**src/rtl/core/irc_tok_pkg.sv**
```systemverilog
package irc_tok_pkg;

  typedef struct packed {
    logic [7:0] data_byte;
    logic       last_byte;
  } in_item_t;

  typedef enum logic [2:0] {
    TAG_SKIP    = 3'd0,
    TAG_NAME    = 3'd1,
    TAG_USER    = 3'd2,
    TAG_HOST    = 3'd3,
    TAG_SEP     = 3'd4,
    TAG_COMMAND = 3'd5,
    TAG_MIDDLE  = 3'd6,
    TAG_TRAIL   = 3'd7
  } tag_t;

  typedef struct packed {
    logic [7:0] out_byte;
    tag_t       field_tag;
    logic       field_start;
    logic [3:0] middle_index;
    logic       too_many_params;
    logic       end_of_message;
  } out_item_t;

  typedef enum logic [2:0] {
    CLS_OTHER,
    CLS_LETTER,
    CLS_SPACE,
    CLS_COLON,
    CLS_BANG,
    CLS_AT
  } cls_t;

  typedef struct packed {
    cls_t       cls;
    logic [7:0] data_byte;
    logic       last_byte;
  } tok_item_t;

  typedef enum logic [2:0] {
    PH_START   = 3'd0,
    PH_NAME    = 3'd1,
    PH_USER    = 3'd2,
    PH_HOST    = 3'd3,
    PH_PRESP   = 3'd4,
    PH_COMMAND = 3'd5,
    PH_PARAMS  = 3'd6,
    PH_TRAIL   = 3'd7
  } phase_t;

  localparam logic [7:0] CHR_COLON   = 8'h3A;
  localparam logic [7:0] CHR_BANG    = 8'h21;
  localparam logic [7:0] CHR_AT      = 8'h40;
  localparam logic [7:0] CHR_SPACE   = 8'h20;
  localparam logic [7:0] CHR_UPPER_A = 8'h41;
  localparam logic [7:0] CHR_UPPER_Z = 8'h5A;
  localparam logic [7:0] CHR_LOWER_A = 8'h61;
  localparam logic [7:0] CHR_LOWER_Z = 8'h7A;

  // Counter value of a three-octet numeric command at its final octet.
  localparam logic [1:0] CMD_NUM_LAST = 2'd2;

  localparam int QUEUE_DEPTH = 2;

endpackage

```
**src/rtl/core/irc_message_tokenizer.sv**
```systemverilog
// IRC message tokenizer: takes a message line one octet per request, with the
// final octet flagged, and returns each octet tagged with its field (prefix
// name, user, host and separators, command, numbered middle parameters,
// trailing part), a field-start mark and the middle number. It sustains one
// octet per clock cycle in both directions while result_ready stays high;
// an accepted octet is stored in the queue and then in the output register
// before it is offered. The front end classifies each octet as it is
// accepted and places it in a two-entry queue, the back end runs the
// per-octet parse state machine and fills the output register, so input
// and output stall independently. Middle numbers saturate at MAX_MIDDLE-1
// and too_many_params rises once more than MAX_MIDDLE middles have started;
// the parser returns to the start of a message after the flagged final octet.
module irc_message_tokenizer #(
  parameter int MAX_MIDDLE = 15
) (
  input  logic                   clk,
  input  logic                   rst,
  input  logic                   item_valid,
  output logic                   item_ready,
  input  irc_tok_pkg::in_item_t  item,
  output logic                   result_valid,
  input  logic                   result_ready,
  output irc_tok_pkg::out_item_t result
);
  import irc_tok_pkg::*;

  tok_item_t front_tok;
  tok_item_t queue_tok;
  logic      q_full;
  logic      q_empty;
  logic      q_push;
  logic      q_pop;

  assign item_ready = !q_full;
  assign q_push     = item_valid && item_ready;

  irc_tok_front u_front (
    .item (item),
    .tok  (front_tok)
  );

  irc_tok_fifo u_fifo (
    .clk       (clk),
    .rst       (rst),
    .push      (q_push),
    .push_item (front_tok),
    .full      (q_full),
    .pop       (q_pop),
    .pop_item  (queue_tok),
    .empty     (q_empty)
  );

  irc_tok_back #(
    .MAX_MIDDLE (MAX_MIDDLE)
  ) u_back (
    .clk          (clk),
    .rst          (rst),
    .tok_valid    (!q_empty),
    .tok          (queue_tok),
    .tok_take     (q_pop),
    .result_valid (result_valid),
    .result_ready (result_ready),
    .result       (result)
  );

endmodule

```
**src/rtl/core/irc_tok_front.sv**
```systemverilog
module irc_tok_front (
  input  irc_tok_pkg::in_item_t  item,
  output irc_tok_pkg::tok_item_t tok
);
  import irc_tok_pkg::*;

  logic is_letter;

  assign is_letter = ((item.data_byte >= CHR_UPPER_A) && (item.data_byte <= CHR_UPPER_Z)) ||
                     ((item.data_byte >= CHR_LOWER_A) && (item.data_byte <= CHR_LOWER_Z));

  always_comb begin
    tok.data_byte = item.data_byte;
    tok.last_byte = item.last_byte;
    priority if (item.data_byte == CHR_COLON) begin
      tok.cls = CLS_COLON;
    end else if (item.data_byte == CHR_BANG) begin
      tok.cls = CLS_BANG;
    end else if (item.data_byte == CHR_AT) begin
      tok.cls = CLS_AT;
    end else if (item.data_byte == CHR_SPACE) begin
      tok.cls = CLS_SPACE;
    end else if (is_letter) begin
      tok.cls = CLS_LETTER;
    end else begin
      tok.cls = CLS_OTHER;
    end
  end

endmodule

```
**src/rtl/core/irc_tok_fifo.sv**
```systemverilog
module irc_tok_fifo (
  input  logic                   clk,
  input  logic                   rst,
  input  logic                   push,
  input  irc_tok_pkg::tok_item_t push_item,
  output logic                   full,
  input  logic                   pop,
  output irc_tok_pkg::tok_item_t pop_item,
  output logic                   empty
);
  import irc_tok_pkg::*;

  localparam int PW = (QUEUE_DEPTH > 1) ? $clog2(QUEUE_DEPTH) : 1;
  localparam int CW = $clog2(QUEUE_DEPTH + 1);

  tok_item_t         slot [QUEUE_DEPTH];
  logic [PW-1:0]     wr_ptr;
  logic [PW-1:0]     rd_ptr;
  logic [CW-1:0]     count;

  assign full     = (count == CW'(QUEUE_DEPTH));
  assign empty    = (count == '0);
  assign pop_item = slot[rd_ptr];

  always_ff @(posedge clk) begin
    if (rst) begin
      wr_ptr <= '0;
      rd_ptr <= '0;
      count  <= '0;
    end else begin
      if (push) begin
        wr_ptr <= (wr_ptr == PW'(QUEUE_DEPTH - 1)) ? '0 : wr_ptr + PW'(1);
      end
      if (pop) begin
        rd_ptr <= (rd_ptr == PW'(QUEUE_DEPTH - 1)) ? '0 : rd_ptr + PW'(1);
      end
      if (push && !pop) begin
        count <= count + CW'(1);
      end else if (pop && !push) begin
        count <= count - CW'(1);
      end
    end
  end

  always_ff @(posedge clk) begin
    if (push) begin
      slot[wr_ptr] <= push_item;
    end
  end

endmodule

```
**src/rtl/core/irc_tok_back.sv**
```systemverilog
module irc_tok_back #(
  parameter int MAX_MIDDLE = 15
) (
  input  logic                   clk,
  input  logic                   rst,
  input  logic                   tok_valid,
  input  irc_tok_pkg::tok_item_t tok,
  output logic                   tok_take,
  output logic                   result_valid,
  input  logic                   result_ready,
  output irc_tok_pkg::out_item_t result
);
  import irc_tok_pkg::*;

  localparam int CW = $clog2(MAX_MIDDLE + 2);
  localparam int IW = (CW > 4) ? CW : 4;
  localparam logic [CW-1:0] MAX_C = CW'(MAX_MIDDLE);

  phase_t        phase;
  phase_t        phase_next;
  logic [CW-1:0] middle_count;
  logic [CW-1:0] middle_count_next;
  logic [1:0]    numeric_count;
  logic [1:0]    numeric_count_next;
  logic          in_token;
  logic          in_token_next;
  tag_t          tag;
  logic          start;
  logic          over;
  logic [CW-1:0] sat_count;
  logic [IW-1:0] idx_wide;
  out_item_t     result_next;

  assign tok_take = tok_valid && (!result_valid || result_ready);

  always_ff @(posedge clk) begin
    if (rst) begin
      phase         <= PH_START;
      middle_count  <= '0;
      numeric_count <= '0;
      in_token      <= 1'b0;
    end else if (tok_take) begin
      phase         <= phase_next;
      middle_count  <= middle_count_next;
      numeric_count <= numeric_count_next;
      in_token      <= in_token_next;
    end
  end

  always_comb begin
    phase_next         = phase;
    middle_count_next  = middle_count;
    numeric_count_next = numeric_count;
    in_token_next      = in_token;
    tag                = TAG_SKIP;
    start              = 1'b0;

    unique case (phase)
      PH_START: begin
        if (tok.cls == CLS_COLON) begin
          tag           = TAG_SEP;
          start         = 1'b1;
          phase_next    = PH_NAME;
          in_token_next = 1'b0;
        end else begin
          tag                = TAG_COMMAND;
          start              = 1'b1;
          phase_next         = PH_COMMAND;
          numeric_count_next = (tok.cls == CLS_LETTER) ? 2'd0 : 2'd1;
        end
      end
      PH_NAME: begin
        priority case (tok.cls)
          CLS_SPACE: begin
            phase_next    = PH_PRESP;
            in_token_next = 1'b0;
          end
          CLS_BANG: begin
            tag           = TAG_SEP;
            start         = 1'b1;
            phase_next    = PH_USER;
            in_token_next = 1'b0;
          end
          CLS_AT: begin
            tag           = TAG_SEP;
            start         = 1'b1;
            phase_next    = PH_HOST;
            in_token_next = 1'b0;
          end
          default: begin
            tag           = TAG_NAME;
            start         = !in_token;
            in_token_next = 1'b1;
          end
        endcase
      end
      PH_USER: begin
        priority case (tok.cls)
          CLS_SPACE: begin
            phase_next    = PH_PRESP;
            in_token_next = 1'b0;
          end
          CLS_AT: begin
            tag           = TAG_SEP;
            start         = 1'b1;
            phase_next    = PH_HOST;
            in_token_next = 1'b0;
          end
          default: begin
            tag           = TAG_USER;
            start         = !in_token;
            in_token_next = 1'b1;
          end
        endcase
      end
      PH_HOST: begin
        if (tok.cls == CLS_SPACE) begin
          phase_next    = PH_PRESP;
          in_token_next = 1'b0;
        end else begin
          tag           = TAG_HOST;
          start         = !in_token;
          in_token_next = 1'b1;
        end
      end
      PH_PRESP: begin
        if (tok.cls != CLS_SPACE) begin
          tag                = TAG_COMMAND;
          start              = 1'b1;
          phase_next         = PH_COMMAND;
          numeric_count_next = (tok.cls == CLS_LETTER) ? 2'd0 : 2'd1;
        end
      end
      PH_COMMAND: begin
        if (numeric_count == 2'd0) begin
          if (tok.cls == CLS_SPACE) begin
            phase_next = PH_PARAMS;
          end else begin
            tag = TAG_COMMAND;
          end
        end else begin
          tag = TAG_COMMAND;
          if (numeric_count == CMD_NUM_LAST) begin
            numeric_count_next = 2'd0;
            phase_next         = PH_PARAMS;
          end else begin
            numeric_count_next = numeric_count + 2'd1;
          end
        end
      end
      PH_PARAMS: begin
        if (in_token) begin
          if (tok.cls == CLS_SPACE) begin
            in_token_next = 1'b0;
          end else begin
            tag = TAG_MIDDLE;
          end
        end else if (tok.cls == CLS_COLON) begin
          tag        = TAG_TRAIL;
          start      = 1'b1;
          phase_next = PH_TRAIL;
        end else if (tok.cls != CLS_SPACE) begin
          if (middle_count <= MAX_C) begin
            middle_count_next = middle_count + CW'(1);
          end
          tag           = TAG_MIDDLE;
          start         = 1'b1;
          in_token_next = 1'b1;
        end
      end
      PH_TRAIL: begin
        tag = TAG_TRAIL;
      end
    endcase

    over      = (middle_count_next > MAX_C);
    sat_count = over ? MAX_C : middle_count_next;
    idx_wide  = IW'(sat_count) - IW'(1);

    result_next.out_byte        = tok.data_byte;
    result_next.field_tag       = tag;
    result_next.field_start     = start;
    result_next.middle_index    = ((tag == TAG_MIDDLE) && (middle_count_next != '0)) ?
                                  idx_wide[3:0] : 4'd0;
    result_next.too_many_params = over;
    result_next.end_of_message  = tok.last_byte;

    // Return to the start of a message after its final octet.
    if (tok.last_byte) begin
      phase_next         = PH_START;
      middle_count_next  = '0;
      numeric_count_next = 2'd0;
      in_token_next      = 1'b0;
    end
  end

  always_ff @(posedge clk) begin
    if (rst) begin
      result_valid <= 1'b0;
    end else if (tok_take) begin
      result_valid <= 1'b1;
    end else if (result_ready) begin
      result_valid <= 1'b0;
    end
  end

  always_ff @(posedge clk) begin
    if (tok_take) begin
      result <= result_next;
    end
  end

endmodule

```
**config.mk**
```make
export PLATFORM = sky130hd
export DESIGN_NAME = irc_message_tokenizer
export DESIGN_NICKNAME = d
export VERILOG_FILES = /design/src/rtl/core/irc_tok_pkg.sv /design/src/rtl/core/irc_message_tokenizer.sv /design/src/rtl/core/irc_tok_front.sv /design/src/rtl/core/irc_tok_fifo.sv /design/src/rtl/core/irc_tok_back.sv
export SDC_FILE = /design/constraint.sdc
export NUM_CORES = 1
export LEC_CHECK = 0
export ABC_CLOCK_PERIOD_IN_PS = 4550
export BUFFER_PORTS_ARGS = -buffer_cell sky130_fd_sc_hd__buf_4
export CAP_MARGIN = 20
export CORE_MARGIN = 8
export CORE_UTILIZATION = 55
export CTS_BUF_LIST = sky130_fd_sc_hd__clkbuf_2 sky130_fd_sc_hd__clkbuf_4 sky130_fd_sc_hd__clkbuf_8
export CTS_CLUSTER_SIZE = 14
export DETAILED_ROUTE_END_ITERATION = 8
export PLACE_DENSITY = 0.73
export SKIP_LAST_GASP = 1
export SLEW_MARGIN = 20
export SYNTH_ARGS = -nofsm -noshare
export SYNTH_HDL_FRONTEND = slang
export SYNTH_HIERARCHICAL = 1
export SYNTH_SLANG_ARGS = --single-unit
```
**constraint.sdc**
```tcl
create_clock -name clk -period 4.55 [get_ports clk]
set_clock_uncertainty 0.2 [all_clocks]
set_input_delay 0.91 -clock clk [delete_from_list [all_inputs] [get_ports clk]]
set_output_delay 0.91 -clock clk [all_outputs]
set_load 0.005 [all_outputs]
```
## Word-level counts from Yosys, hierarchy flattened

Memory sizes are Yosys's and may differ from the RTL's. A register that Yosys moved wholly into a read port is not among the register bits.
Cells that the tools add are included.
W data, S select, Z words.

| word-level totals | value |
|---|---|
| register bits | 34 |
| memory bits (writable) | 24 |
| input port bits | 13 |
| output and inout bits | 20 |
| word-level logic and storage cells | 157 |
| memories kept | 1 |

| operators by class | value |
|---|---|
| $add $sub $neg | 7 |
| magnitude comparators | 6 |
| equality and inequality tests | 31 |
| muxes and demuxes | 68 |
| reduce and logical (&&, ||, !) cells | 30 |

Memories:

| memory | depth | bits a word | rd ports | clocked after memory_dff | wr ports | RTL line | text |
|---|---|---|---|---|---|---|---|
| u_fifo.slot | 2 | 12 | 1 | 1 | 1 | irc_tok_fifo.sv:16 | `tok_item_t slot [QUEUE_DEPTH];` |

Operator list:

| operator | number |
|---|---|
| $mux W3 | 20 |
| $mux W5 | 6 |
| $eq A8 B6 Y1 const B | 3 |
| $pmux W3 S8 | 1 |
| $mux W1 | 22 |
| $eq A3 B3 Y1 const B | 7 |
| $pmux W3 S7 | 1 |
| $pmux W3 S2 | 3 |
| $ge A8 B7 Y1 const B | 2 |
| $le A8 B7 Y1 const B | 2 |
| $mux W2 | 8 |
| $eq A3 B2 Y1 const B | 4 |
| $ne A3 B1 Y1 const B | 4 |
| $ne A3 B2 Y1 const B | 4 |
| $reduce_and A10 Y1 | 1 |
| $pmux W3 S3 | 1 |
| $eq A8 B7 Y1 const B | 1 |
| $ne A4 B1 Y1 const B | 2 |
| $reduce_bool A8 Y1 | 1 |
| $logic_and A1 B1 Y1 | 7 |
| $eq A3 B1 Y1 const B | 2 |
| $logic_not A1 Y1 | 6 |
| $pmux W1 S6 | 1 |
| $pmux W2 S3 | 1 |
| 24 further kinds | 32 |

## Logic depth before layout (Yosys ltp)

Gate-level depths: netlist of the first run.

| logic depth | value |
|---|---|
| word-level depth | 9 |
| mapped depth | 9 |

## By module

The synthesis of the first run kept the hierarchy.

Modules (own cells, without submodules):

| module | times used | cells each | area each (um^2) |
|---|---|---|---|
| irc_tok_back | 1 | 177 | 1767.9 |
| irc_tok_fifo | 1 | 59 | 1068.5 |
| irc_tok_front | 1 | 23 | 173.9 |
| irc_message_tokenizer | 1 | 3 | 13.8 |

## Least setup slack after synthesis of the first run

OpenSTA, ideal clock, no wires.

| timing | value |
|---|---|
| path type | input-to-reg |
| start point | input result_ready |
| end point | register u_fifo.count[1] |
| library setup time | 0.070 ns |
| arrival | 2.578 ns |
| data required time | 4.280 ns |
| setup slack | 1.702 ns |
| cell stages on the path | 7 |
| buffers on the path | 0 |
| cells stage by stage | nand2b_1 -> nand2_1 -> inv_1 -> inv_1 -> ha_1 -> or3_1 -> a21oi_1 |

| between the ends | value |
|---|---|
| word-level cells in the longest chain between the ends | 5 |
| elaborated cells on any way between the ends | 7 |
| classes of those cells | 1 x mux; 6 x reduce/logical |

RTL lines:

| what | RTL line | text |
|---|---|---|
| start: declaration | irc_message_tokenizer.sv:22 | `input logic result_ready,` |
| $logic_or A1 B1 Y1 * | irc_tok_back.sv:34 | `assign tok_take = tok_valid && (!result_valid \|\| result_ready);` |
| $logic_and A1 B1 Y1 * | irc_tok_back.sv:34 |  |
| net q_pop | irc_message_tokenizer.sv:32 | `logic q_pop;` |
| $logic_not A1 Y1 | irc_tok_fifo.sv:37 | `if (push && !pop) begin` |
| $logic_and A1 B1 Y1 | irc_tok_fifo.sv:37 |  |
| $mux W2 or $reduce_bool A2 Y1 (tied branches) | -- |  |
| end signal: assignment | irc_tok_fifo.sv:38 | `count <= count + CW'(1);` |
| end signal: assignment | irc_tok_fifo.sv:40 | `count <= count - CW'(1);` |
| end: declaration | irc_tok_fifo.sv:19 | `logic [CW-1:0] count;` |

The timed path passes the listed nets; every way through them passes the cells marked *.
A chain may end at the register's enable or synchronous reset.

==> tab_implementation.tex, run 1 <==
\begin{tabular}{lr}
\hline
Metric & Value \\
\hline
\multicolumn{2}{l}{\textbf{Synthesis}} \\
\quad Cell accounting for the most synthesized area & sky130\_fd\_sc\_hd\_\_edfxtp\_1 \\
\quad Syn Inst Count & about 260 \\
\quad Unique cell type count in the Yosys netlist & just under 70 \\
\quad Ys async rst share & 0\% \\
\quad Portion of synthesized cell area occupied by the leading cell type & 41.7\% \\
\quad Proportion of synthesized chip area in sequential cells & 53.0\% \\
\quad Count of flip-flops with a built-in enable after synthesis & 42 \\
\quad Cell with the most instances after synthesis & sky130\_fd\_sc\_hd\_\_edfxtp\_1 \\
\quad Synth Cell Area & between 3000 and 4000 um\^{}2 \\
\quad Flip-flop and latch count after synthesis & 59 \\
\quad Top cells by count, synth & sky130\_fd\_sc\_hd\_\_edfxtp\_1, sky130\_fd\_sc\_hd\_\_nor2\_1, sky130\_fd\_sc\_hd\_\_dfxtp\_1, sky130\_fd\_sc\_hd\_\_mux2\_2, sky130\_fd\_sc\_hd\_\_a21oi\_1 \\
\quad Count of synthesis-stage warnings from yosys & 6 \\
\quad Synthesized area per cell & roughly 12 um\^{}2 \\
\quad Dominant cells by area after synthesis & sky130\_fd\_sc\_hd\_\_edfxtp\_1, sky130\_fd\_sc\_hd\_\_dfxtp\_1, sky130\_fd\_sc\_hd\_\_mux2\_2 \\
\quad Net count of the mapped netlist & about 280 \\
\quad Ys flop type & sky130\_fd\_sc\_hd\_\_edfxtp\_1 \\
\multicolumn{2}{l}{\textbf{Floorplan}} \\
\quad Die height & roughly 90 um \\
\quad Initial core utilization & between 50\% and 60\% \\
\quad Count of pins on the block boundary & 33 \\
\quad Core area & $\sim$5400 um\^{}2 \\
\quad Die outline width & 90.2 um \\
\quad Row Count & 27 \\
\quad Die footprint & between 8000 and 9000 um\^{}2 \\
\multicolumn{2}{l}{\textbf{STA}} \\
\quad Period Utilization, post-route & 67.1\% \\
\quad Worst hold slack after final layout & 0.309 ns \\
\quad Setup repair after global routing missed its margin & no \\
\quad Pin slew with the least headroom to its limit & 0.902 ns \\
\quad Total negative slack for setup checks & 0 ns \\
\quad Worst-case headroom to the max-slew limit & 39.8\% \\
\quad Hold Fails Final Rpt & 0 \\
\quad Period minus WS final & 3.05 ns \\
\quad Achievable frequency & 327 MHz \\
\quad Crit path setup slack, layout & 1.50 ns \\
\quad Final-report max-slew violation count & 0 \\
\quad Number of setup violations in the final report & 0 \\
\multicolumn{2}{l}{\textbf{Routing}} \\
\quad Total Wirelength & 5880 um \\
\quad Routed via count & 2128 \\
\quad Per-cell via count in the routed design & between 5 and 6 \\
\quad DR WL/cell & 16.2 um \\
\quad Count of unresolved DRC violations after routing & 0 \\
\quad Remaining antenna violation count & 0 \\
\quad Initial DRC Count & 150 \\
\quad Detailed-routing iteration count for the pre-antenna-repair pass & 4 \\
\multicolumn{2}{l}{\textbf{CTS}} \\
\quad Number of resized instances in the post-cts repair step & 0 \\
\quad TritonCTS clock tree & built \\
\quad Number of setup buffers added after CTS & 0 \\
\quad Total number of H-tree levels & 3 \\
\quad Clock transition time at the flip-flop clock pins of the worst setup and hold paths & about 0.07 ns \\
\quad Sink Count & 59 \\
\quad Source-to-sink clock delay at the later pin of the worst-skew pair & 0.32 ns \\
\quad Quantity of hold-fixing buffers added after cts & 0 \\
\quad Number of CTS-inserted buffers & 9 \\
\quad Clk Tree Root Cell & sky130\_fd\_sc\_hd\_\_clkbuf\_8 \\
\quad Clock buffer depth & 2 \\
\multicolumn{2}{l}{\textbf{Critical path}} \\
\quad CP max FO & 12 \\
\quad R2R setup slack & about 1.5 ns \\
\quad Cell breakdown of the critical path & mux2\_2, nand2b\_1, and4\_1, o21bai\_1, inv\_1, ha\_1, and2\_1, a2111oi\_2 \\
\quad Signal arrival time at the worst endpoint & 2.98 ns \\
\quad CP startpoint kind & register \\
\quad CP max-delay cell & sky130\_fd\_sc\_hd\_\_dfxtp\_1 \\
\quad CP bufs+invs & 1 \\
\quad Category of the worst setup path capture point & register \\
\quad Longest individual stage delay on the worst path & 0.68 ns \\
\quad Required time at the endpoint of the critical path & 4.48 ns \\
\quad WS Path Type & reg2reg \\
\quad Kind of cell adding the most delay to the critical path & flip-flops \\
\multicolumn{2}{l}{\textbf{Layout}} \\
\quad Utilization after layout & around 64\% \\
\quad Fraction of final layout cells sized beyond drive strength 1 & 26.7\% \\
\quad Relative area change from synthesis to final layout & 14.4\% \\
\quad Diode count & 0 \\
\quad Final Net Count & 303 \\
\multicolumn{2}{l}{\textbf{Pwr}} \\
\quad Leakage dissipation & $\sim$1.2 nW \\
\quad Power density normalized to cell area & 570 nW/um\^{}2 \\
\quad Worst IR drop on VDD & 0.000292 V \\
\multicolumn{2}{l}{\textbf{Hold path}} \\
\quad Hold Crit Class & reg2reg \\
\multicolumn{2}{l}{\textbf{Job}} \\
\quad Max-Cap Viols & 0 \\
\multicolumn{2}{l}{\textbf{Placement}} \\
\quad Post-place setup slack & roughly 1.2 ns \\
\quad HPWL reported at the end of detailed placement & 4060 um \\
\quad Buffers on Ports & 32 \\
\quad Global placer's final weighted congestion & 0.864 \\
\multicolumn{2}{l}{\textbf{Outcome}} \\
\quad Result of the run & finished, final reports clean \\
\multicolumn{2}{l}{\textbf{GRT}} \\
\quad Aggregate global routing overflow & 0 \\
\quad Maximum number of pins on one net before global-route repair & 26 \\
\quad Initial antenna violation count & 0 \\
\quad Wire length of the first global-routing pass & 9790 um \\
\quad Combined global-route utilization of all metal layers & 14.7\% \\
\quad Via count of the first global-routing pass & 2034 \\
\hline
\end{tabular}
report_power, final:
group	switching, mW	leakage [nW]	internal, mW
logic	0.327	0.594	0.275
registers	0.108	0.533	0.749
clock network	0.196	0.112	0.319
total	0.630	1.24	1.34
cell usage in the layout (no fill, tap or decap), drive strengths merged, types with 4 or more instances in the layout:
cell,synthesis,final
edfxtp,42,42
buf,13,32
nor2,20,20
dfxtp,17,17
mux2,15,15
a21oi,12,12
inv,11,11
nor3,11,11
clkbuf,5,11
nand2,10,10
o21ai,10,10
nand2b,6,6
a31oi,5,5
nand3b,5,5
nor2b,5,5
o211ai,4,4
a211oi,4,4
nand3,4,4
a2111oi,4,4
nor4,4,4
through the flow:
step           std cells  instance area [um^2]  total power [mW]
6_report             364                  3460              1.97
5_1_grt              364                  3460              2.09
4_1_cts              364                  3460              1.99
3_5_place_dp         348                  3240              1.47
3_3_place_gp         348                  3240              1.45
2_1_floorplan        262                  3020              1.25
cells by family (layout without fill, tap and decap cells):
kind of cell	count (synthesis)	after routing	share of synthesized area, %
AND/OR/NAND/NOR	91	91	18.7
AO/OA/AOI/OAI	59	59	14.5
flip-flops	59	59	53.0
buffers and inverters	29	59	5.17
multiplexers	16	16	5.92
XOR/XNOR	5	5	1.45
adder cells (fa/ha/maj)	3	3	1.24
sequential cells by signal, indices dropped and copies added, names as in the netlist, named ones only:
| register | cells |
|---|---|
| u_fifo/slot | 24 |
| u_back/result | 18 |
| u_back/middle_count | 5 |
| u_back/phase | 3 |
| u_back/numeric_count | 2 |
| u_fifo/count | 2 |
| u_back/in_token | 1 |
| u_back/result_valid | 1 |
| u_fifo/rd_ptr | 1 |
| u_fifo/wr_ptr | 1 |
cell type report:
type / count / area (um^2)
clock buffers: 11 / 139
well taps: 72 / 90.1
multi-input cells: 174 / 1270
flip-flops and latches: 59 / 1600
fillers: 442 / 1950
inverters: 11 / 41.3
clock inverters: 5 / 77.6
repair buffers: 32 / 240
worst paths after layout:
path                   start               end  cells after the start
max                 register  u_back/result[4]                      8
min reg2reg  u_fifo/count[1]   u_fifo/count[1]                      2
max reg2reg         register  u_back/result[4]                      8
min          u_fifo/count[1]   u_fifo/count[1]                      2
worst reg2reg max path, cell delays in order (launching register included):
cell                        delay [ns]
sky130_fd_sc_hd__dfxtp_1          0.68
sky130_fd_sc_hd__mux2_2           0.47
sky130_fd_sc_hd__nand2b_1         0.24
sky130_fd_sc_hd__and4_1           0.21
sky130_fd_sc_hd__o21bai_1         0.27
sky130_fd_sc_hd__inv_1            0.08
sky130_fd_sc_hd__ha_1             0.22
sky130_fd_sc_hd__and2_1           0.15
sky130_fd_sc_hd__a2111oi_2        0.34
layer usage:
| layer | GRT usage, % | wire [um] | share of wire [%] | up-vias |
|---|---|---|---|---|
| met4 | 7.63 | 29 | 0.49 | 0 |
| met1 | 18.8 | 2660 | 45 | 992 |
| met2 | 22.5 | 2760 | 47 | 92 |
| met5 | 0 | 0 | 0 | - |
| met3 | 3.66 | 432 | 7.3 | 2 |
| li1 | - | - | - | 1042 |
No activity file was read; power rests on OpenSTA's default activity.
==> inputs of run 2 (changes only) <==
Settings changed: ABC_AREA from default to 1, ABC_CLOCK_PERIOD_IN_PS 4550 to 2800, PLACE_DENSITY 0.73 to 0.76.
Clock period 4.55 ns to 2.8 ns, I/O delays scaled along.
==> run 2 against run 1 <==
Effect of this change:
- utilization up 0.82 points
- largest cell class unchanged
- first-iteration DRC count down 15%
- critical endpoint unchanged
- synthesized area up 3.0%
- highest routed layer unchanged
- critical path depth increased by 6
- non-clock buffer count rose by 4
- largest power group is now combinational logic
- clock power rose by 44%
==> tab_implementation.tex, run 2 <==
\begin{tabular}{lr}
\hline
Metric & Value \\
\hline
\multicolumn{2}{l}{\textbf{Outcome}} \\
\quad Result of the run & finished, final reports clean (unchanged) \\
\multicolumn{2}{l}{\textbf{Critical path}} \\
\quad Longest individual stage delay on the worst path & 0.50 ns (was 0.68 ns) \\
\quad R2R setup slack & 0.35 ns (was 1.50 ns) \\
\quad Endpoint of the most critical setup path & u\_back/result[4] (unchanged) \\
\quad CP max FO & 6 (was 12) \\
\quad Required time at the endpoint of the critical path & 2.70 ns (was 4.48 ns) \\
\quad CP startpoint kind & register (unchanged) \\
\quad CP max-delay cell & sky130\_fd\_sc\_hd\_\_dfxtp\_1 (unchanged) \\
\quad Signal arrival time at the worst endpoint & 2.34 ns (was 2.98 ns) \\
\quad FF-to-FF End & u\_back/result[4] (unchanged) \\
\quad Count of cells along the worst register-to-register path & 14 (was 8) \\
\quad Cell breakdown of the critical path & mux2\_4, nor2\_2, inv\_1, nand2\_2, nor2\_4, nand2\_1, nand2\_2, nor2\_4, ha\_1, inv\_1, nand2\_1, nand2\_1, inv\_1, nor2\_1 (was mux2\_2, nand2b\_1, and4\_1, o21bai\_1, inv\_1, ha\_1, and2\_1, a2111oi\_2) \\
\quad Category of the worst setup path capture point & register (unchanged) \\
\quad WS Path Type & reg2reg (unchanged) \\
\multicolumn{2}{l}{\textbf{GRT}} \\
\quad Via count of the first global-routing pass & 2215 (was 2034) \\
\quad Combined global-route utilization of all metal layers & 14.6\% (was 14.7\%) \\
\quad Aggregate global routing overflow & 0 (unchanged) \\
\quad Wire length of the first global-routing pass & 9920 um (was 9790 um) \\
\quad Maximum number of pins on one net before global-route repair & 23 (was 26) \\
\quad Initial antenna violation count & 0 (unchanged) \\
\multicolumn{2}{l}{\textbf{STA}} \\
\quad Period Utilization, post-route & 87.5\% (was 67.1\%) \\
\quad Final-report max-slew violation count & 0 (unchanged) \\
\quad Achievable frequency & 408 MHz (was 327 MHz) \\
\quad Period minus WS final & 2.45 ns (was 3.05 ns) \\
\quad Pin slew with the least headroom to its limit & 0.488 ns (was 0.902 ns) \\
\quad Number of setup violations in the final report & 0 (unchanged) \\
\quad Setup repair after global routing missed its margin & no (unchanged) \\
\quad Worst hold slack after final layout & 0.211 ns (was 0.309 ns) \\
\quad Total negative slack for setup checks & 0 ns (unchanged) \\
\quad Worst-case headroom to the max-slew limit & 67.4\% (was 39.8\%) \\
\quad Hold Fails Final Rpt & 0 (unchanged) \\
\multicolumn{2}{l}{\textbf{Synthesis}} \\
\quad Synth Cell Area & 3120 um\^{}2 (was 3020 um\^{}2) \\
\quad Syn Inst Count & 346 (was 262) \\
\quad Ys flop type & sky130\_fd\_sc\_hd\_\_edfxtp\_1 (unchanged) \\
\quad Cell accounting for the most synthesized area & sky130\_fd\_sc\_hd\_\_edfxtp\_1 (unchanged) \\
\quad Unique cell type count in the Yosys netlist & 33 (was 68) \\
\quad Dominant cells by area after synthesis & sky130\_fd\_sc\_hd\_\_edfxtp\_1, sky130\_fd\_sc\_hd\_\_dfxtp\_1, sky130\_fd\_sc\_hd\_\_nand2\_1 (was sky130\_fd\_sc\_hd\_\_edfxtp\_1, sky130\_fd\_sc\_hd\_\_dfxtp\_1, sky130\_fd\_sc\_hd\_\_mux2\_2) \\
\quad Count of flip-flops with a built-in enable after synthesis & 42 (unchanged) \\
\quad Top cells by count, synth & sky130\_fd\_sc\_hd\_\_nand2\_1, sky130\_fd\_sc\_hd\_\_inv\_1, sky130\_fd\_sc\_hd\_\_edfxtp\_1, sky130\_fd\_sc\_hd\_\_nor2\_1, sky130\_fd\_sc\_hd\_\_nand3\_1 (was sky130\_fd\_sc\_hd\_\_edfxtp\_1, sky130\_fd\_sc\_hd\_\_nor2\_1, sky130\_fd\_sc\_hd\_\_dfxtp\_1, sky130\_fd\_sc\_hd\_\_mux2\_2, sky130\_fd\_sc\_hd\_\_a21oi\_1) \\
\quad Flip-flop and latch count after synthesis & 59 (unchanged) \\
\quad Ys async rst share & 0\% (unchanged) \\
\quad Portion of synthesized cell area occupied by the leading cell type & 40.5\% (was 41.7\%) \\
\quad Count of synthesis-stage warnings from yosys & 6 (unchanged) \\
\quad Proportion of synthesized chip area in sequential cells & 51.4\% (was 53.0\%) \\
\quad Net count of the mapped netlist & 362 (was 278) \\
\quad Synthesized area per cell & 9.00 um\^{}2 (was 11.5 um\^{}2) \\
\quad Cell with the most instances after synthesis & sky130\_fd\_sc\_hd\_\_nand2\_1 (was sky130\_fd\_sc\_hd\_\_edfxtp\_1) \\
\multicolumn{2}{l}{\textbf{Floorplan}} \\
\quad Row Count & 27 (unchanged) \\
\quad Die outline width & 91.3 um (was 90.2 um) \\
\quad Die footprint & 8330 um\^{}2 (was 8130 um\^{}2) \\
\quad Core area & 5510 um\^{}2 (was 5410 um\^{}2) \\
\quad Die height & 91.3 um (was 90.2 um) \\
\quad Count of pins on the block boundary & 33 (unchanged) \\
\quad Initial core utilization & 56.6\% (was 55.9\%) \\
\multicolumn{2}{l}{\textbf{CTS}} \\
\quad Total number of H-tree levels & 3 (unchanged) \\
\quad Clk Tree Root Cell & sky130\_fd\_sc\_hd\_\_clkbuf\_8 (unchanged) \\
\quad Number of CTS-inserted buffers & 9 (unchanged) \\
\quad Number of resized instances in the post-cts repair step & 0 (unchanged) \\
\quad TritonCTS clock tree & built (unchanged) \\
\quad Source-to-sink clock delay at the later pin of the worst-skew pair & 0.34 ns (was 0.32 ns) \\
\quad Clock transition time at the flip-flop clock pins of the worst setup and hold paths & 0.07 ns (about the same) \\
\quad Sink Count & 59 (unchanged) \\
\quad Clock buffer depth & 2 (unchanged) \\
\quad Quantity of hold-fixing buffers added after cts & 0 (unchanged) \\
\quad Number of setup buffers added after CTS & 0 (unchanged) \\
\multicolumn{2}{l}{\textbf{Layout}} \\
\quad Final Net Count & 396 (was 303) \\
\quad Top register by number of flip-flops & u\_fifo/slot (unchanged) \\
\quad Commonest non-fill, non-tap cells in the layout & sky130\_fd\_sc\_hd\_\_nand2\_1, sky130\_fd\_sc\_hd\_\_inv\_1, sky130\_fd\_sc\_hd\_\_edfxtp\_1, sky130\_fd\_sc\_hd\_\_nor2\_1, sky130\_fd\_sc\_hd\_\_buf\_4 (was sky130\_fd\_sc\_hd\_\_edfxtp\_1, sky130\_fd\_sc\_hd\_\_buf\_4, sky130\_fd\_sc\_hd\_\_nor2\_1, sky130\_fd\_sc\_hd\_\_dfxtp\_1, sky130\_fd\_sc\_hd\_\_mux2\_2) \\
\quad Most common library cell in the layout ignoring fill and taps & sky130\_fd\_sc\_hd\_\_nand2\_1 (was sky130\_fd\_sc\_hd\_\_edfxtp\_1) \\
\quad Registers with the most flip-flops & u\_fifo/slot: 24 flops, u\_back/result: 18 flops, u\_back/middle\_count: 5 flops (unchanged) \\
\quad Fraction of final layout cells sized beyond drive strength 1 & 22.9\% (was 26.7\%) \\
\quad Largest register FFs & 24 (unchanged) \\
\quad Relative area change from synthesis to final layout & 14.5\% (was 14.4\%) \\
\quad Utilization after layout & 64.8\% (was 64.0\%) \\
\quad Diode count & 0 (unchanged) \\
\multicolumn{2}{l}{\textbf{Routing}} \\
\quad Count of unresolved DRC violations after routing & 0 (unchanged) \\
\quad Per-cell via count in the routed design & 5.14 (was 5.85) \\
\quad DR WL/cell & 12.9 um (was 16.2 um) \\
\quad Remaining antenna violation count & 0 (unchanged) \\
\quad Initial DRC Count & 127 (was 150) \\
\quad Routed via count & 2347 (was 2128) \\
\quad Detailed-routing iteration count for the pre-antenna-repair pass & 4 (unchanged) \\
\quad Total Wirelength & 5880 um (about the same) \\
\multicolumn{2}{l}{\textbf{Placement}} \\
\quad HPWL reported at the end of detailed placement & 4320 um (was 4060 um) \\
\quad Global placer's final weighted congestion & 0.934 (was 0.864) \\
\quad Buffers on Ports & 32 (unchanged) \\
\multicolumn{2}{l}{\textbf{Pwr}} \\
\quad Leakage dissipation & 1.59 nW (was 1.24 nW) \\
\quad Power density normalized to cell area & 1000 nW/um\^{}2 (was 570 nW/um\^{}2) \\
\quad Worst IR drop on VDD & 0.000623 V (was 0.000292 V) \\
\multicolumn{2}{l}{\textbf{Job}} \\
\quad Max-Cap Viols & 0 (unchanged) \\
\multicolumn{2}{l}{\textbf{Hold path}} \\
\quad Hold Crit Class & in2reg (was reg2reg) \\
\hline
\end{tabular}
==> run 2: cell types whose count changed in the layout (fill, tap and decap cells not counted), sizes merged, moves of 5 or more <==
cell    before  now
nor2b        5    0
nand4        1    6
nor2        20   45
nand3        4   26
inv         11   52
nand2       10   85
nand2b       6    0
==> run 2: critical path: cells and delay by family, from the launching register on <==
kind	cells	cell delay [ns]
fa+ha+maj	1	0.17
buf+inv	3	0.21
flops	1	0.50
mux	1	0.35
simple gates	9	0.76
==> run 2: kinds of logic (layout without fill, tap and decap cells) <==
logic type | after synthesis | count (layout) | share of synthesized area (%)
xor gates and xnor gates | 1 | 1 | 0.281
AOI/OAI and AO/OA | 34 | 34 | 6.47
adders and majority gates | 3 | 3 | 1.20
DFF | 59 | 59 | 51.4
and+or+nand+nor | 172 | 172 | 25.8
buffers and inverters | 65 | 104 | 9.32
muxes | 12 | 12 | 5.54
==> run 2: worst min-delay path by stage <==
stage | slack (ns) | cells past startpoint | startpoint | end
floorplan | 0.27 | 2 | u_back/middle_count[4] | u_back/middle_count[4]
global placement | 0.28 | 2 | u_back/result_valid | u_back/result_valid
detailed placement | 0.29 | 2 | u_back/result_valid | u_back/result_valid
CTS | 0.20 | 1 | item[0] | u_fifo/slot[0][0]
global route | 0.20 | 1 | item[0] | u_fifo/slot[0][0]
finish | 0.21 | 1 | item[0] | u_fifo/slot[0][0]
==> run 2: cell type report <==
type | instances | area, um^2
fill | 437 | 1940
timing repair buffer | 36 | 270
clock buffer | 10 | 131
inverter | 52 | 195
tap | 72 | 90.1
multi-input combinational | 222 | 1220
sequential | 59 | 1600
clock inverter | 6 | 56.3
==> run 2: power breakdown <==
| group | internal [mW] | switching (mW) |
|---|---|---|
| clock network | 0.413 | 0.329 |
| registers | 1.27 | 0.138 |
| logic | 0.581 | 0.845 |
| total | 2.26 | 1.31 |
==> run 2: through the flow <==
stage | setup WS, ns | area, um^2 | power, mW | cells
final | 0.351 | 3570 | 3.57 | 457
after global routing | 0.172 | 3570 | 3.81 | 457
after CTS | 0.359 | 3570 | 3.60 | 457
after detailed placement | 0.373 | 3380 | 2.85 | 441
after global placement | 0.442 | 3380 | 2.83 | 441
after floorplan | 0.486 | 3120 | 2.39 | 346
==> run 2: layer usage <==
| metal | up-vias | global-route usage [%] | part of all wire, % |
|---|---|---|---|
| met5 | - | 0 | 0 |
| met4 | 0 | 9.28 | 2.5 |
| met2 | 73 | 23.8 | 48 |
| met1 | 1059 | 17.0 | 44 |
| li1 | 1203 | - | - |
| met3 | 12 | 3.37 | 5.2 |
==> inputs of run 3 (changes only) <==
Settings changed: ABC_CLOCK_PERIOD_IN_PS 2800 to 3000, PLACE_DENSITY 0.76 to 0.73.
Clock period 2.8 ns to 3 ns, I/O delays scaled along.
==> run 3 against run 2 <==
Effect of this change:
- critical path type unchanged
- first-iteration DRC count rose by 24%
- flip-flop and latch count is the same
- register-to-register slack improved by 0.22 ns
- die area did not move
- critical endpoint unchanged
==> tab_implementation.tex, run 3 (synthesized netlist as in run 2, its figures left out) <==
\begin{tabular}{lr}
\hline
Metric & Value \\
\hline
\multicolumn{2}{l}{\textbf{Critical path}} \\
\quad FF-to-FF End & u\_back/result[4] (unchanged) \\
\quad Category of the worst setup path capture point & register (unchanged) \\
\quad Signal arrival time at the worst endpoint & 2.34 ns (about the same) \\
\quad WS Path Type & reg2reg (unchanged) \\
\quad Count of cells along the worst register-to-register path & 14 (unchanged) \\
\quad Required time at the endpoint of the critical path & 2.90 ns (was 2.70 ns) \\
\quad CP max FO & 6 (unchanged) \\
\quad R2R setup slack & 0.57 ns (was 0.35 ns) \\
\quad CP startpoint kind & register (unchanged) \\
\multicolumn{2}{l}{\textbf{STA}} \\
\quad Worst-case headroom to the max-slew limit & 67.8\% (was 67.4\%) \\
\quad Final-report max-slew violation count & 0 (unchanged) \\
\quad Setup repair after global routing missed its margin & no (unchanged) \\
\quad Pin slew with the least headroom to its limit & 0.482 ns (was 0.488 ns) \\
\quad Total negative slack for setup checks & 0 ns (unchanged) \\
\quad Period minus WS final & 2.43 ns (was 2.45 ns) \\
\quad Hold Fails Final Rpt & 0 (unchanged) \\
\quad Worst hold slack after final layout & 0.237 ns (was 0.211 ns) \\
\quad Number of setup violations in the final report & 0 (unchanged) \\
\quad Achievable frequency & 411 MHz (was 408 MHz) \\
\quad Period Utilization, post-route & 81.1\% (was 87.5\%) \\
\multicolumn{2}{l}{\textbf{Layout}} \\
\quad Final std cells w/o fill & 457 (unchanged) \\
\quad Most common library cell in the layout ignoring fill and taps & sky130\_fd\_sc\_hd\_\_nand2\_1 (unchanged) \\
\quad Registers with the most flip-flops & u\_fifo/slot: 24 flops, u\_back/result: 18 flops, u\_back/middle\_count: 5 flops (unchanged) \\
\quad Top register by number of flip-flops & u\_fifo/slot (unchanged) \\
\quad Diode count & 0 (unchanged) \\
\quad Commonest non-fill, non-tap cells in the layout & sky130\_fd\_sc\_hd\_\_nand2\_1, sky130\_fd\_sc\_hd\_\_inv\_1, sky130\_fd\_sc\_hd\_\_edfxtp\_1, sky130\_fd\_sc\_hd\_\_nor2\_1, sky130\_fd\_sc\_hd\_\_buf\_4 (unchanged) \\
\quad Fillcell total & 466 (was 437) \\
\quad Final design instance area without fill & 3590 um\^{}2 (was 3570 um\^{}2) \\
\quad Fraction of final layout cells sized beyond drive strength 1 & 22.9\% (unchanged) \\
\quad Relative area change from synthesis to final layout & 15.3\% (was 14.5\%) \\
\quad Final Net Count & 396 (unchanged) \\
\quad Largest register FFs & 24 (unchanged) \\
\multicolumn{2}{l}{\textbf{CTS}} \\
\quad TritonCTS clock tree & built (unchanged) \\
\quad Clk Tree Root Cell & sky130\_fd\_sc\_hd\_\_clkbuf\_8 (unchanged) \\
\quad Clock transition time at the flip-flop clock pins of the worst setup and hold paths & 0.07 ns (about the same) \\
\quad Sink Count & 59 (unchanged) \\
\quad Source-to-sink clock delay at the later pin of the worst-skew pair & 0.34 ns (about the same) \\
\quad Number of CTS-inserted buffers & 9 (unchanged) \\
\quad Quantity of hold-fixing buffers added after cts & 0 (unchanged) \\
\quad Number of resized instances in the post-cts repair step & 0 (unchanged) \\
\quad Total number of H-tree levels & 3 (unchanged) \\
\quad Number of setup buffers added after CTS & 0 (unchanged) \\
\quad Clock buffer depth & 2 (unchanged) \\
\multicolumn{2}{l}{\textbf{GRT}} \\
\quad Maximum number of pins on one net before global-route repair & 14 (was 23) \\
\quad Aggregate global routing overflow & 0 (unchanged) \\
\quad Initial antenna violation count & 0 (unchanged) \\
\quad Wire length of the first global-routing pass & 9890 um (was 9920 um) \\
\quad Combined global-route utilization of all metal layers & 14.9\% (was 14.6\%) \\
\quad Via count of the first global-routing pass & 2200 (was 2215) \\
\multicolumn{2}{l}{\textbf{Hold path}} \\
\quad Worst hold start & item[0] (unchanged) \\
\quad Worst hold path depth & 1 (unchanged) \\
\quad Hold Crit Class & in2reg (unchanged) \\
\quad Sink of the worst hold path & u\_fifo/slot[1][0] (was u\_fifo/slot[0][0]) \\
\multicolumn{2}{l}{\textbf{Floorplan}} \\
\quad Die footprint & 8330 um\^{}2 (unchanged) \\
\quad Initial core utilization & 56.6\% (unchanged) \\
\quad Die outline width & 91.3 um (unchanged) \\
\quad Row Count & 27 (unchanged) \\
\quad Core area & 5510 um\^{}2 (unchanged) \\
\quad Count of pins on the block boundary & 33 (unchanged) \\
\quad Die height & 91.3 um (unchanged) \\
\multicolumn{2}{l}{\textbf{Placement}} \\
\quad Placed standard-cell area & 3380 um\^{}2 (unchanged) \\
\quad Global placer's final weighted congestion & 0.899 (was 0.934) \\
\quad HPWL reported at the end of detailed placement & 4410 um (was 4320 um) \\
\quad Number of placed instances with taps included & 441 (unchanged) \\
\quad Buffers on Ports & 32 (unchanged) \\
\multicolumn{2}{l}{\textbf{Routing}} \\
\quad Initial DRC Count & 157 (was 127) \\
\quad Total Wirelength & 5920 um (was 5880 um) \\
\quad Routed via count & 2365 (was 2347) \\
\quad Remaining antenna violation count & 0 (unchanged) \\
\quad Count of unresolved DRC violations after routing & 0 (unchanged) \\
\quad Per-cell via count in the routed design & 5.18 (was 5.14) \\
\quad Detailed-routing iteration count for the pre-antenna-repair pass & 5 (was 4) \\
\quad DR WL/cell & 12.9 um (about the same) \\
\multicolumn{2}{l}{\textbf{Pwr}} \\
\quad Power density normalized to cell area & 953 nW/um\^{}2 (was 1000 nW/um\^{}2) \\
\quad Worst IR drop on VDD & 0.000522 V (was 0.000623 V) \\
\quad Leakage dissipation & 1.60 nW (was 1.59 nW) \\
\multicolumn{2}{l}{\textbf{Job}} \\
\quad Max-Cap Viols & 0 (unchanged) \\
\multicolumn{2}{l}{\textbf{Outcome}} \\
\quad Result of the run & finished, final reports clean (unchanged) \\
\hline
\end{tabular}
[run 3: area by class of cell]
class,count,area [um^2],area share (%)
clock buffers,10,131,3.66
clock inverters,6,80.1,2.23
inverters,52,195,5.43
multi-input cells,222,1220,34.1
flip-flops and latches,59,1600,44.6
well taps,72,90.1,2.51
repair buffers,36,270,7.52
[run 3: routing by layer]
layer  GRT usage, %  wire (um)  vias up
li1               -          -     1202
met1           17.0       2590     1080
met2           24.2       2860       74
met3           4.77        361        9
met4           8.46        112        0
met5              0          0        -
[run 3: where the power goes]
group	switching [mW]	internal [mW]	total [mW]
clock	0.305	0.469	0.774
combinational	0.774	0.550	1.32
sequential	0.141	1.18	1.32
total	1.22	2.20	3.42
[run 3: worst max path at each step]
| stage | slack (ns) | from | endpoint | cells past startpoint |
|---|---|---|---|---|
| after floorplan | 0.69 | register | u_back/result[4] | 15 |
| after global placement | 0.64 | register | u_back/result[4] | 14 |
| after detailed placement | 0.58 | register | u_back/result[4] | 14 |
| after CTS | 0.56 | register | u_back/result[4] | 14 |
| after global routing | 0.42 | register | u_back/result[4] | 14 |
| final | 0.57 | register | u_back/result[4] | 14 |
[run 3: critical path: stages (launching register included)]
cell and delay, ns:
sky130_fd_sc_hd__dfxtp_1 0.49, sky130_fd_sc_hd__mux2_4 0.35, sky130_fd_sc_hd__nor2_2 0.22, sky130_fd_sc_hd__inv_1 0.13, sky130_fd_sc_hd__nand2_2 0.10, sky130_fd_sc_hd__nor2_4 0.04
sky130_fd_sc_hd__nand2_1 0.08, sky130_fd_sc_hd__nand2_2 0.08, sky130_fd_sc_hd__nor2_4 0.12, sky130_fd_sc_hd__ha_1 0.18, sky130_fd_sc_hd__inv_1 0.04, sky130_fd_sc_hd__nand2_1 0.05
sky130_fd_sc_hd__nand2_1 0.04, sky130_fd_sc_hd__inv_1 0.04, sky130_fd_sc_hd__nor2_1 0.04
[run 3: stage by stage]
step | utilization (%) | power (mW) | setup WS (ns)
2_1_floorplan | - | 2.23 | 0.686
3_3_place_gp | 61.4 | 2.66 | 0.643
3_5_place_dp | 61.4 | 2.67 | 0.584
4_1_cts | 65.2 | 3.45 | 0.562
5_1_grt | 65.2 | 3.66 | 0.419
6_report | 65.2 | 3.42 | 0.567
